**src/design/bht_pkg.sv**
```systemverilog
// Package for the bucketed hash table: sizes, operation and status codes,
// and the row and decision types shared by the table's modules.
// No dependencies.
`default_nettype none

package bht_pkg;

  // The bucket count is a power of two, so the bucket is the low key bits.
  localparam int unsigned NUM_BUCKETS     = 16;
  localparam int unsigned WAYS_PER_BUCKET = 4;
  localparam int unsigned SLOT_TOTAL      = NUM_BUCKETS * WAYS_PER_BUCKET;

  localparam int unsigned KEY_W    = 31;
  localparam int unsigned VALUE_W  = 32;
  localparam int unsigned OP_W     = 2;
  localparam int unsigned STATUS_W = 3;
  localparam int unsigned BUCKET_W = $clog2(NUM_BUCKETS);
  localparam int unsigned WAY_W    = (WAYS_PER_BUCKET > 1) ? $clog2(WAYS_PER_BUCKET) : 1;
  localparam int unsigned COUNT_W  = $clog2(SLOT_TOTAL + 1);

  localparam logic [OP_W-1:0] OP_INSERT = 2'd0;
  localparam logic [OP_W-1:0] OP_REMOVE = 2'd1;
  localparam logic [OP_W-1:0] OP_LOOKUP = 2'd2;

  localparam logic [STATUS_W-1:0] STAT_INSERTED  = 3'd0;
  localparam logic [STATUS_W-1:0] STAT_REPLACED  = 3'd1;
  localparam logic [STATUS_W-1:0] STAT_REMOVED   = 3'd2;
  localparam logic [STATUS_W-1:0] STAT_NOT_FOUND = 3'd3;
  localparam logic [STATUS_W-1:0] STAT_FOUND     = 3'd4;
  localparam logic [STATUS_W-1:0] STAT_FULL      = 3'd5;

  typedef struct packed {
    logic [KEY_W-1:0]   key;
    logic [VALUE_W-1:0] value;
  } entry_t;

  typedef entry_t [WAYS_PER_BUCKET-1:0] row_t;
  typedef logic [WAYS_PER_BUCKET-1:0]   valid_row_t;

  localparam int unsigned ROW_W = $bits(row_t);

  // What one operation does to its bucket and what it answers.
  typedef struct packed {
    logic [STATUS_W-1:0] status;
    logic [VALUE_W-1:0]  found_value;
    logic                write_row;
    logic                set_valid;
    logic                clr_valid;
    logic [WAY_W-1:0]    way;
  } decision_t;

endpackage

`default_nettype wire

```
**src/design/bht_in_if.sv**
```systemverilog
// Request channel of the bucketed hash table: valid, ready and one request.
// Depends on bht_pkg.
`default_nettype none

interface bht_in_if;
  import bht_pkg::*;

  logic                valid;
  logic                ready;
  logic [OP_W-1:0]     operation;
  logic [KEY_W-1:0]    item_key;
  logic [VALUE_W-1:0]  item_value;

  modport source (output valid, operation, item_key, item_value, input ready);
  modport sink   (input valid, operation, item_key, item_value, output ready);
endinterface

`default_nettype wire

```
**src/design/bht_out_if.sv**
```systemverilog
// Result channel of the bucketed hash table: valid, ready and one result.
// Depends on bht_pkg.
`default_nettype none

interface bht_out_if;
  import bht_pkg::*;

  logic                valid;
  logic                ready;
  logic [STATUS_W-1:0] status;
  logic [VALUE_W-1:0]  found_value;
  logic                table_empty;

  modport source (output valid, status, found_value, table_empty, input ready);
  modport sink   (input valid, status, found_value, table_empty, output ready);
endinterface

`default_nettype wire

```
**src/design/bht_ram.sv**
```systemverilog
// Generic single-port-write, single-port-read RAM with a registered read.
// No dependencies.
`default_nettype none

module bht_ram #(
  parameter int unsigned Width = 8,
  parameter int unsigned Depth = 16
) (
  input  wire logic                     clk_i,
  input  wire logic                     we_i,
  input  wire logic [$clog2(Depth)-1:0] waddr_i,
  input  wire logic [Width-1:0]         wdata_i,
  input  wire logic                     re_i,
  input  wire logic [$clog2(Depth)-1:0] raddr_i,
  output      logic [Width-1:0]         rdata_o
);

  logic [Width-1:0] mem_q [Depth];
  logic [Width-1:0] rdata_q;

  always_ff @(posedge clk_i) begin
    if (we_i) begin
      mem_q[waddr_i] <= wdata_i;
    end
    // Read data holds while no read is issued.
    if (re_i) begin
      rdata_q <= mem_q[raddr_i];
    end
  end

  assign rdata_o = rdata_q;

endmodule

`default_nettype wire

```
**src/design/bht_bucket_eval.sv**
```systemverilog
// Compares all ways of one bucket row against the key and decides the
// outcome of the operation, along with the row to write back.
// Depends on bht_pkg.
`default_nettype none

module bht_bucket_eval (
  input  wire logic [bht_pkg::OP_W-1:0]    operation_i,
  input  wire logic [bht_pkg::KEY_W-1:0]   item_key_i,
  input  wire logic [bht_pkg::VALUE_W-1:0] item_value_i,
  input  wire bht_pkg::row_t               row_i,
  input  wire bht_pkg::valid_row_t         valid_i,
  output      bht_pkg::decision_t          decision_o,
  output      bht_pkg::row_t               row_o
);
  import bht_pkg::*;

  logic             any_hit;
  logic             any_free;
  logic [WAY_W-1:0] hit_way;
  logic [WAY_W-1:0] free_way;

  // Lowest-numbered matching way and lowest-numbered free way.
  always_comb begin
    any_hit  = 1'b0;
    any_free = 1'b0;
    hit_way  = '0;
    free_way = '0;
    for (int w = WAYS_PER_BUCKET - 1; w >= 0; w--) begin
      if (valid_i[w] && (row_i[w].key == item_key_i)) begin
        any_hit = 1'b1;
        hit_way = WAY_W'(w);
      end
      if (!valid_i[w]) begin
        any_free = 1'b1;
        free_way = WAY_W'(w);
      end
    end
  end

  always_comb begin
    decision_o             = '0;
    decision_o.status      = STAT_NOT_FOUND;
    decision_o.found_value = '0;
    row_o                  = row_i;
    unique case (operation_i)
      OP_INSERT: begin
        if (any_hit) begin
          row_o[hit_way].value  = item_value_i;
          decision_o.write_row  = 1'b1;
          decision_o.way        = hit_way;
          decision_o.status     = STAT_REPLACED;
        end else if (any_free) begin
          row_o[free_way].key   = item_key_i;
          row_o[free_way].value = item_value_i;
          decision_o.write_row  = 1'b1;
          decision_o.set_valid  = 1'b1;
          decision_o.way        = free_way;
          decision_o.status     = STAT_INSERTED;
        end else begin
          decision_o.status     = STAT_FULL;
        end
      end
      OP_REMOVE: begin
        if (any_hit) begin
          decision_o.clr_valid = 1'b1;
          decision_o.way       = hit_way;
          decision_o.status    = STAT_REMOVED;
        end
      end
      OP_LOOKUP: begin
        if (any_hit) begin
          decision_o.found_value = row_i[hit_way].value;
          decision_o.status      = STAT_FOUND;
        end
      end
      default: begin
        // The unused operation code changes nothing and reports not found.
      end
    endcase
  end

endmodule

`default_nettype wire

```
**src/design/bucketed_hash_table_unit.sv**
```systemverilog
// Bucketed key-value table: one bucket row per RAM word, ways compared in
// parallel. Depends on bht_pkg, bht_in_if, bht_out_if, bht_ram, bht_bucket_eval.
//
// Usage:
//   in_i carries requests (operation, item_key, item_value); out_o carries
//   one result per request (status, found_value, table_empty), in order.
//   The bucket is the low bits of the key; each bucket has a fixed number
//   of ways, and an insert into a full bucket reports bucket full.
//   The beat is accepted while the bucket row is read from the RAM, and in
//   the EVAL state the ways are compared; once the result may be loaded,
//   the row is written back and the result is loaded into the output register.
//   A new request is accepted only in IDLE, so the unit takes no new request
//   before the last one has been evaluated. Each result is held in the output
//   register until out_o takes it.
//   The output register lets the next request be accepted while a result
//   waits; if the receiver still stalls when that request is evaluated, the
//   unit holds it and accepts nothing further until the result is taken.
//   Reset clears all valid bits and the entry count at once; no clearing
//   pass is needed, and requests are accepted right after reset.
`default_nettype none

module bucketed_hash_table_unit (
  input  wire logic clk_i,
  input  wire logic rst_ni,
  bht_in_if.sink    in_i,
  bht_out_if.source out_o
);
  import bht_pkg::*;

  typedef enum logic {
    IDLE,
    EVAL
  } state_e;

  state_e              state_q;
  valid_row_t          valid_q [NUM_BUCKETS];
  logic [COUNT_W-1:0]  count_q;
  logic [COUNT_W-1:0]  count_d;
  logic                out_valid_q;
  logic [STATUS_W-1:0] status_q;
  logic [VALUE_W-1:0]  found_q;
  logic                empty_q;

  logic [OP_W-1:0]     op_q;
  logic [KEY_W-1:0]    key_q;
  logic [VALUE_W-1:0]  value_q;

  logic                accept;
  logic                commit;
  logic [BUCKET_W-1:0] eval_bucket;
  logic [ROW_W-1:0]    ram_rdata;
  row_t                row_rd;
  row_t                row_wr;
  decision_t           dec;

  assign in_i.ready  = (state_q == IDLE);
  assign accept      = in_i.valid && in_i.ready;
  assign eval_bucket = key_q[BUCKET_W-1:0];
  assign row_rd      = ram_rdata;

  // A result may be produced when the output register is free or drains now.
  assign commit = (state_q == EVAL) && (!out_valid_q || out_o.ready);

  bht_ram #(
    .Width (ROW_W),
    .Depth (NUM_BUCKETS)
  ) u_row_ram (
    .clk_i   (clk_i),
    .we_i    (commit && dec.write_row),
    .waddr_i (eval_bucket),
    .wdata_i (row_wr),
    .re_i    (accept),
    .raddr_i (in_i.item_key[BUCKET_W-1:0]),
    .rdata_o (ram_rdata)
  );

  bht_bucket_eval u_eval (
    .operation_i  (op_q),
    .item_key_i   (key_q),
    .item_value_i (value_q),
    .row_i        (row_rd),
    .valid_i      (valid_q[eval_bucket]),
    .decision_o   (dec),
    .row_o        (row_wr)
  );

  assign count_d = count_q + COUNT_W'(dec.set_valid) - COUNT_W'(dec.clr_valid);

  always_ff @(posedge clk_i) begin
    if (accept) begin
      op_q    <= in_i.operation;
      key_q   <= in_i.item_key;
      value_q <= in_i.item_value;
    end
  end

  always_ff @(posedge clk_i or negedge rst_ni) begin
    if (!rst_ni) begin
      state_q     <= IDLE;
      count_q     <= '0;
      out_valid_q <= 1'b0;
      status_q    <= '0;
      found_q     <= '0;
      empty_q     <= 1'b1;
      for (int b = 0; b < NUM_BUCKETS; b++) begin
        valid_q[b] <= '0;
      end
    end else begin
      unique case (state_q)
        IDLE: begin
          if (accept) begin
            state_q <= EVAL;
          end
          if (out_o.ready) begin
            out_valid_q <= 1'b0;
          end
        end
        EVAL: begin
          if (commit) begin
            state_q     <= IDLE;
            out_valid_q <= 1'b1;
            status_q    <= dec.status;
            found_q     <= dec.found_value;
            empty_q     <= (count_d == '0);
            count_q     <= count_d;
            if (dec.set_valid) begin
              valid_q[eval_bucket][dec.way] <= 1'b1;
            end
            if (dec.clr_valid) begin
              valid_q[eval_bucket][dec.way] <= 1'b0;
            end
          end
        end
        default: begin
          state_q <= IDLE;
        end
      endcase
    end
  end

  assign out_o.valid       = out_valid_q;
  assign out_o.status      = status_q;
  assign out_o.found_value = found_q;
  assign out_o.table_empty = empty_q;

endmodule

`default_nettype wire
```
**src/flat_wrapper.sv**
```systemverilog
// flat-port wrapper written by rule: the top's interface ports become plain ports
module bucketed_hash_table_unit_flat import bht_pkg::*;
  (clk_i, rst_ni, in_i_valid, in_i_operation, in_i_item_key, in_i_item_value, in_i_ready, out_o_valid, out_o_status, out_o_found_value, out_o_table_empty, out_o_ready);
  bht_in_if in_i_i ();
  bht_out_if out_o_i ();
  input  wire logic clk_i;
  input  wire logic rst_ni;
  input wire logic [$bits(in_i_i.valid)-1:0] in_i_valid;
  input wire logic [$bits(in_i_i.operation)-1:0] in_i_operation;
  input wire logic [$bits(in_i_i.item_key)-1:0] in_i_item_key;
  input wire logic [$bits(in_i_i.item_value)-1:0] in_i_item_value;
  output wire logic [$bits(in_i_i.ready)-1:0] in_i_ready;
  output wire logic [$bits(out_o_i.valid)-1:0] out_o_valid;
  output wire logic [$bits(out_o_i.status)-1:0] out_o_status;
  output wire logic [$bits(out_o_i.found_value)-1:0] out_o_found_value;
  output wire logic [$bits(out_o_i.table_empty)-1:0] out_o_table_empty;
  input wire logic [$bits(out_o_i.ready)-1:0] out_o_ready;
  assign in_i_i.valid = in_i_valid;
  assign in_i_i.operation = in_i_operation;
  assign in_i_i.item_key = in_i_item_key;
  assign in_i_i.item_value = in_i_item_value;
  assign in_i_ready = in_i_i.ready;
  assign out_o_valid = out_o_i.valid;
  assign out_o_status = out_o_i.status;
  assign out_o_found_value = out_o_i.found_value;
  assign out_o_table_empty = out_o_i.table_empty;
  assign out_o_i.ready = out_o_ready;
  bucketed_hash_table_unit u_core (.clk_i(clk_i), .rst_ni(rst_ni), .in_i(in_i_i), .out_o(out_o_i));
endmodule
```
**config.mk**
```make
export PLATFORM = sky130hd
export DESIGN_NAME = bucketed_hash_table_unit_flat
export DESIGN_NICKNAME = d
export VERILOG_FILES = /design/src/design/bht_pkg.sv /design/src/design/bht_in_if.sv /design/src/design/bht_out_if.sv /design/src/design/bht_ram.sv /design/src/design/bht_bucket_eval.sv /design/src/design/bucketed_hash_table_unit.sv /design/src/flat_wrapper.sv
export SDC_FILE = /design/constraint.sdc
export NUM_CORES = 2
export LEC_CHECK = 0
export ABC_AREA = 1
export BUFFER_PORTS_ARGS = -buffer_cell sky130_fd_sc_hd__buf_4
export CAP_MARGIN = 10
export CELL_PAD_IN_SITES_DETAIL_PLACEMENT = 0
export CELL_PAD_IN_SITES_GLOBAL_PLACEMENT = 2
export CORE_MARGIN = 4
export CORE_UTILIZATION = 45
export DETAILED_ROUTE_END_ITERATION = 12
export PLACE_DENSITY = 0.79
export RECOVER_POWER = 100
export SLEW_MARGIN = 20
export SYNTH_ARGS = -nofsm -noshare
export SYNTH_HDL_FRONTEND = slang
export SYNTH_SLANG_ARGS = --single-unit
```
**constraint.sdc**
```tcl
create_clock -name clk_i -period 16.2 [get_ports clk_i]
set_clock_uncertainty 0.1 [all_clocks]
set_input_delay 0.81 -clock clk_i [delete_from_list [all_inputs] [get_ports clk_i]]
set_output_delay 0.81 -clock clk_i [all_outputs]
set_load 0.05 [all_outputs]
```
# ---- Word level (Yosys, flattened, before mapping)
# Memories as Yosys holds them, arrays and structs flattened. A register that Yosys moved wholly into a read port is not among the register bits.
# Cells that the tools add are included.
# Widths: inputs -> output; s select.
dict set report word_totals {
  reg_bits 174
  ram_bits 4032
  input_bits 69
  mem_count 1
}
# memory depth width rd rd_clocked_by_memory_dff write_ports line_no
set memory_table {}
lappend memory_table {u_core.u_row_ram.mem_q 16 252 1 1 1 bht_ram.sv:18} ;# logic [Width-1:0] mem_q [Depth];
dict set report op_classes {
  add_sub_neg 2
  n_lt_le_gt_ge 8
  n_eq_ne 8
  mux 64
  bitwise 5
  n_reduce_logical 17
}
# op n
set op_table {}
lappend op_table {{$bwmux 252} 3}
lappend op_table {{$mux 252} 3}
lappend op_table {{$demux 63 s2} 3}
lappend op_table {{$mux 64} 4}
lappend op_table {{$mux 32} 4}
lappend op_table {{$bmux 63 s2} 1}
lappend op_table {{$eq 31x31->1} 4}
lappend op_table {{$and 64x64->64} 1}
lappend op_table {{$not 64->64} 1}
lappend op_table {{$or 64x64->64} 1}
lappend op_table {{$mux 63} 1}
lappend op_table {{$mux 35} 1}
lappend op_table {{$mux 2} 12}
lappend op_table {{$mux 1} 19}
lappend op_table {{$bmux 4 s4} 1}
lappend op_table {{$demux 4 s4} 1}
lappend op_table {{$mux 4} 3}
lappend op_table {{$logic_and 1x1->1} 11}
lappend op_table {{$lt 2x3->1 const B} 3}
lappend op_table {{$mux 3} 3}
lappend op_table {{$pmux 3 s3} 1}
lappend op_table {{$add 7x1->7} 1}
lappend op_table {{$logic_not 7->1} 1}
lappend op_table {{$sub 7x1->7} 1}
lappend op_table {{15 further kinds} 20}

# ---- Longest topological paths before layout
dict set report depth {
  ltp_word 23
  mapped_depth 29
  depth_no_buf 25
}

# ---- Modules after synthesis
# A second synthesis with hierarchy kept.
dict set report hier_totals {
  hier_cells 18664
  hier_area_um2 193415.5
}
# mod n_inst cells_per_inst area_each_um2 seq_area_each_um2
set modules_own_cells {}
lappend modules_own_cells {bht_ram 1 15249 174451.1 128643.4}
lappend modules_own_cells {bht_bucket_eval 1 2689 11741.3 0.0}
lappend modules_own_cells {bucketed_hash_table_unit 1 726 7223.2 4680.7}

# ---- Worst setup path after synthesis
# OpenSTA, ideal clock, no wires.
dict set report synth_path {
  path_type {input port to flip-flop}
  start {input port in_i_valid}
  end {register u_core.key_q[0] (enable)}
  setup_ns 1.013
  arrival_time_ns 14.150
  t_required_ns 15.087
  setup_slack_ns 0.937
  path_stages 2
  n_path_buf 0
  path_cell_list {inv_1 nor2_1}
}
dict set report synth_between {
  elab_chain_len 1
}
# item line_no
set synth_lines {}
lappend synth_lines {{start, declared} flat_wrapper.sv:8} ;# input wire logic [$bits(in_i_i.valid)-1:0] in_i_valid;
lappend synth_lines {{$logic_and 1x1->1} bucketed_hash_table_unit.sv:57} ;# assign accept = in_i.valid && in_i.ready;
lappend synth_lines {{via u_core.accept} bucketed_hash_table_unit.sv:48} ;# logic accept;
lappend synth_lines {{end signal, assigned} bucketed_hash_table_unit.sv:92} ;# key_q <= in_i.item_key;
lappend synth_lines {{end, declared} bucketed_hash_table_unit.sv:45} ;# logic [KEY_W-1:0] key_q;
# The timed path passes the listed nets, and every way through them passes these cells.
# A chain may end at the register's enable or synchronous reset.

# ---- Worst setup path after layout
dict set report layout_path {
  start {register u_core.key_q[0]}
  end {register u_core.found_q[18], in the netlist u_core.out_o.found_value[18]}
}
dict set report layout_between {
  elab_chain_len 13
  word_cells_on_any_way 24
}
# item line_no
set layout_lines {}
lappend layout_lines {{$not 4->5 (implied by the code)} bucketed_hash_table_unit.sv:82} ;# .valid_i (valid_q[eval_bucket]),
lappend layout_lines {{$bmux 4 s4} bucketed_hash_table_unit.sv:82}
lappend layout_lines {{$mux 4 (implied by the code) (2 in a row)} bucketed_hash_table_unit.sv:82}
lappend layout_lines {{$logic_and 1x1->1} bht_bucket_eval.sv:29} ;# if (valid_i[w] && (row_i[w].key == item_key_i)) begin
lappend layout_lines {{$mux 2 (4 in a row)} bht_bucket_eval.sv:29}
lappend layout_lines {{$bmux 63 s2} bht_bucket_eval.sv:72} ;# decision_o.found_value = row_i[hit_way].value;
lappend layout_lines {{$mux 32 (implied by the code)} bht_bucket_eval.sv:72}
lappend layout_lines {{$mux 35 *} bht_bucket_eval.sv:71} ;# if (any_hit) begin
lappend layout_lines {{$mux 32 *} bht_bucket_eval.sv:45} ;# unique case (operation_i)
lappend layout_lines {{end signal, assigned} bucketed_hash_table_unit.sv:123} ;# found_q <= dec.found_value;
lappend layout_lines {{end, declared} bucketed_hash_table_unit.sv:41} ;# logic [VALUE_W-1:0] found_q;
# Every way passes the cells marked *; elsewhere a longest branch is shown, timed or not. The select of a mux whose other input is x is not followed.

==> impl_metrics.json <==
{
  "endpoint_kind": "flop",
  "post-route-min-period_ps": 11080,
  "via_count": 118800,
  "drv_cap": 97,
  "synth.most_common_cell": "edfxtp_1",
  "die_h_um": 639.1,
  "irDropWorstVdd_uv": 95.60,
  "antenna_found_initial": 16,
  "worstHoldEndpoint": "u_core.state_q",
  "synth_top_area_cell": "edfxtp_1",
  "hp-start": "in_i_valid",
  "io_buffers": 106,
  "die_w_um": 639.1,
  "synth_area_leaders": "edfxtp_1 (73%), o21ai_0 (7.1%), nor2_1 (4.9%)",
  "finalMaxSlewViolations": 3386,
  "synth_top_area_frac": 0.7287,
  "crit_top_cell": "nand2_1",
  "cts.sinks": 4458,
  "r2r-end": "u_core.out_o.found_value[18]",
  "worstPathMaxFanout": 64,
  "viasPerCell": 6.099,
  "whs_path_depth": 3,
  "fin_util": 0.5041,
  "synth_cell_type_count": 39,
  "netlist_top_cells_count": "edfxtp_1 (4349), o21ai_0 (2556), nor2_1 (2327)",
  "rows": 231,
  "status": "complete, but fails checks",
  "path_depth": 19,
  "ys_warn_count": 0,
  "initial_core_util": 0.4523,
  "final.setup.tns_ps": 0,
  "syn_area_um2": 179200,
  "r2r_start": "u_core.key_q[0]",
  "relSlewSlack": -5.406,
  "yosys_register_bits": 4458,
  "cts.path.max_buffers": 4,
  "finalCritPeriodShare": 0.6841,
  "reg2reg_slack_ps": 5120,
  "drt-pass1-iter-count": 6,
  "final_nets": 13920,
  "cp_data_arrival_time_ps": 11900,
  "syn_inst": 13970,
  "setup_viol": 0,
  "critPathBufInv": 5,
  "crit_type": "flop to flop",
  "worstHoldPathType": "input port to flop",
  "synth-edff-count": 4349,
  "slowest_delay_ps": 3790,
  "grt_pass1_vias": 114400,
  "rr_worst_depth": 19,
  "clkSlewWorstSetupHoldPaths_ps": 60,
  "core_um2": 396300,
  "wl_per_cell_um": 28.13,
  "syn-num-nets": 14050,
  "synth-seq-area-share": 0.7439,
  "numCtsBuffers": 459,
  "area_growth_pct": 11.45,
  "syn_avg_cell_area_um2": 12.83,
  "crit_chain": "buf_4 > clkinvlp_2 > nand2_1 > nand2_1 > nand2_1 > nand2_1 > nand2_1 > nand2_1 > inv_2 > nand2_1 > nand3_1 > nand3_2 > clkbuf_1 > nor2_4 > clkbuf_1 > a22oi_1 > o21ai_0 > nand2_1 > nand2_1",
  "routed_wl_um": 547900,
  "grt_overflow": 0,
  "grt_max_degree": 222,
  "io_pins": 107,
  "grt_pass1_wl_um": 794400,
  "crit_required_ps": 17020,
  "synthArstFlopShare": 0.02445,
  "clock_latency_ps": 1020,
  "clock-root-buffer": "clkbuf_16",
  "grt_usage": 0.2606,
  "p_leak_nw": 64.15,
  "dp_hpwl_um": 285600,
  "drtAntennaViolNets": 0,
  "rsz0062_at_grt": "false",
  "p_per_area_nw_per_um2": 137.4,
  "hold_viol": 0,
  "drt_iter0_markers": 14260,
  "cpLargestDelayFamily": "buffers and inverters",
  "fmax_ghz": 0.09024,
  "route.detailed.drc": 0,
  "power_mw": 27.45,
  "cp-start-kind": "flop",
  "htree_levels": 5,
  "dieArea_um2": 408400,
  "tightestPinTransition_ps": 9609,
  "synth_flop_cell": "edfxtp_1",
  "cp_slowest_cell": "clkbuf_1",
  "cts_tree": "yes",
  "post_cts_resized": 0,
  "violations": "capacitance limit, slew limit",
  "place.gp.congestion": 0.8368,
  "layout-drive-gt1-share": 0.06120
}
-- sequential cells by signal, indices dropped and copies added (netlist names) --
register,flops
u_core.value_q,32
u_core.count_q,7
u_core.out_o.valid,1
u_core.u_row_ram.mem_q,4032
u_core.state_q,1
u_core.key_q,31
u_core.u_row_ram.rdata_o,252
u_core.out_o.status,3
u_core.valid_q,64
u_core.out_o.table_empty,1
u_core.op_q,2
u_core.out_o.found_value,32
-- final cells by class --
class | instances | area, um2
Antenna cell | 3 | 7.507
Clock buffer | 566 | 12000
Clock inverter | 285 | 2744
Fill cell | 33720 | 196500
Inverter | 204 | 804.5
Multi-Input combinational cell | 8244 | 41030
Sequential cell | 4458 | 133300
Tap cell | 5242 | 6559
Timing Repair Buffer | 476 | 3276
-- layout by cell type, fill, tap and decap left out, drive strengths merged, types with 27 or more instances in the layout --
cell type	count
a22oi	32
inv	217
clkbuf	814
clkinvlp	27
xnor2	101
clkinv	204
o221ai	488
dfrtp	108
o211ai	282
o21ai	2563
bufinv	41
nand3	309
nand2	1233
o22ai	582
nor2	2335
buf	166
edfxtp	4349
a21oi	196
dlygate4sd3	62
nand4	50
-- cell families after synthesis --
family,Yosys count,share of synthesized area
AND/OR/NAND/NOR,3945,0.08615
AO/OA/AOI/OAI,4156,0.1350
buffers and inverters,1269,0.02761
multiplexers,20,0.001117
flip-flops,4458,0.7439
XOR/XNOR,115,0.005620
adder cells (fa/ha/maj),8,0.0006004
-- worst max path at each step --
stage                    startpoint                               to  slack (ps)
floorplan                in_i_valid                  u_core.key_q[0]         940
global placement    u_core.key_q[0]   u_core.u_row_ram.mem_q[9][187]        9650
detailed placement  u_core.key_q[0]   u_core.u_row_ram.mem_q[9][110]        9620
CTS                 u_core.key_q[2]   u_core.u_row_ram.mem_q[9][180]        9600
global route        u_core.key_q[0]  u_core.u_row_ram.mem_q[15][190]        4720
finish              u_core.key_q[0]     u_core.out_o.found_value[18]        5120
-- tightest hold or removal path, delay by kind of cell --
family / cells / cell delay, ps
buf+inv: 2 / 240
compound gates: 1 / 190
-- power by group --
part / switching [mW] / total (mW) / internal, mW
Combinational: 2.43 / 3.03 / 0.596
Clock: 4.48 / 10.4 / 5.92
Sequential: 0.216 / 14.0 / 13.8
Total: 7.12 / 27.4 / 20.3
-- what timing repair did --
item | in CTS | in global routing
hold endpoints to repair | 126 | 0
setup buffers | 0 | 0
hold buffers | 62 | 0
-- per-layer routing --
layer / track usage / routed length [um]
met2: 0.4123 / 252900
met5: 0 / 7
met3: 0.03446 / 43120
met4: 0.08168 / 17210
met1: 0.3762 / 234600
-- through the flow --
stage          worst slack (ps)  std cells  instance area (um2)  hold slack [ps]
2_1_floorplan             937.4      13970               179200            368.2
6_report                   5118      19480               199700            221.4
3_5_place_dp               9618      18560               185500            366.5
3_3_place_gp               9651      18560               185500            370.6
5_1_grt                    4716      19480               199700            224.0
4_1_cts                    9604      19480               200900            205.6
Note: power is estimated with default switching activity, not from simulation.
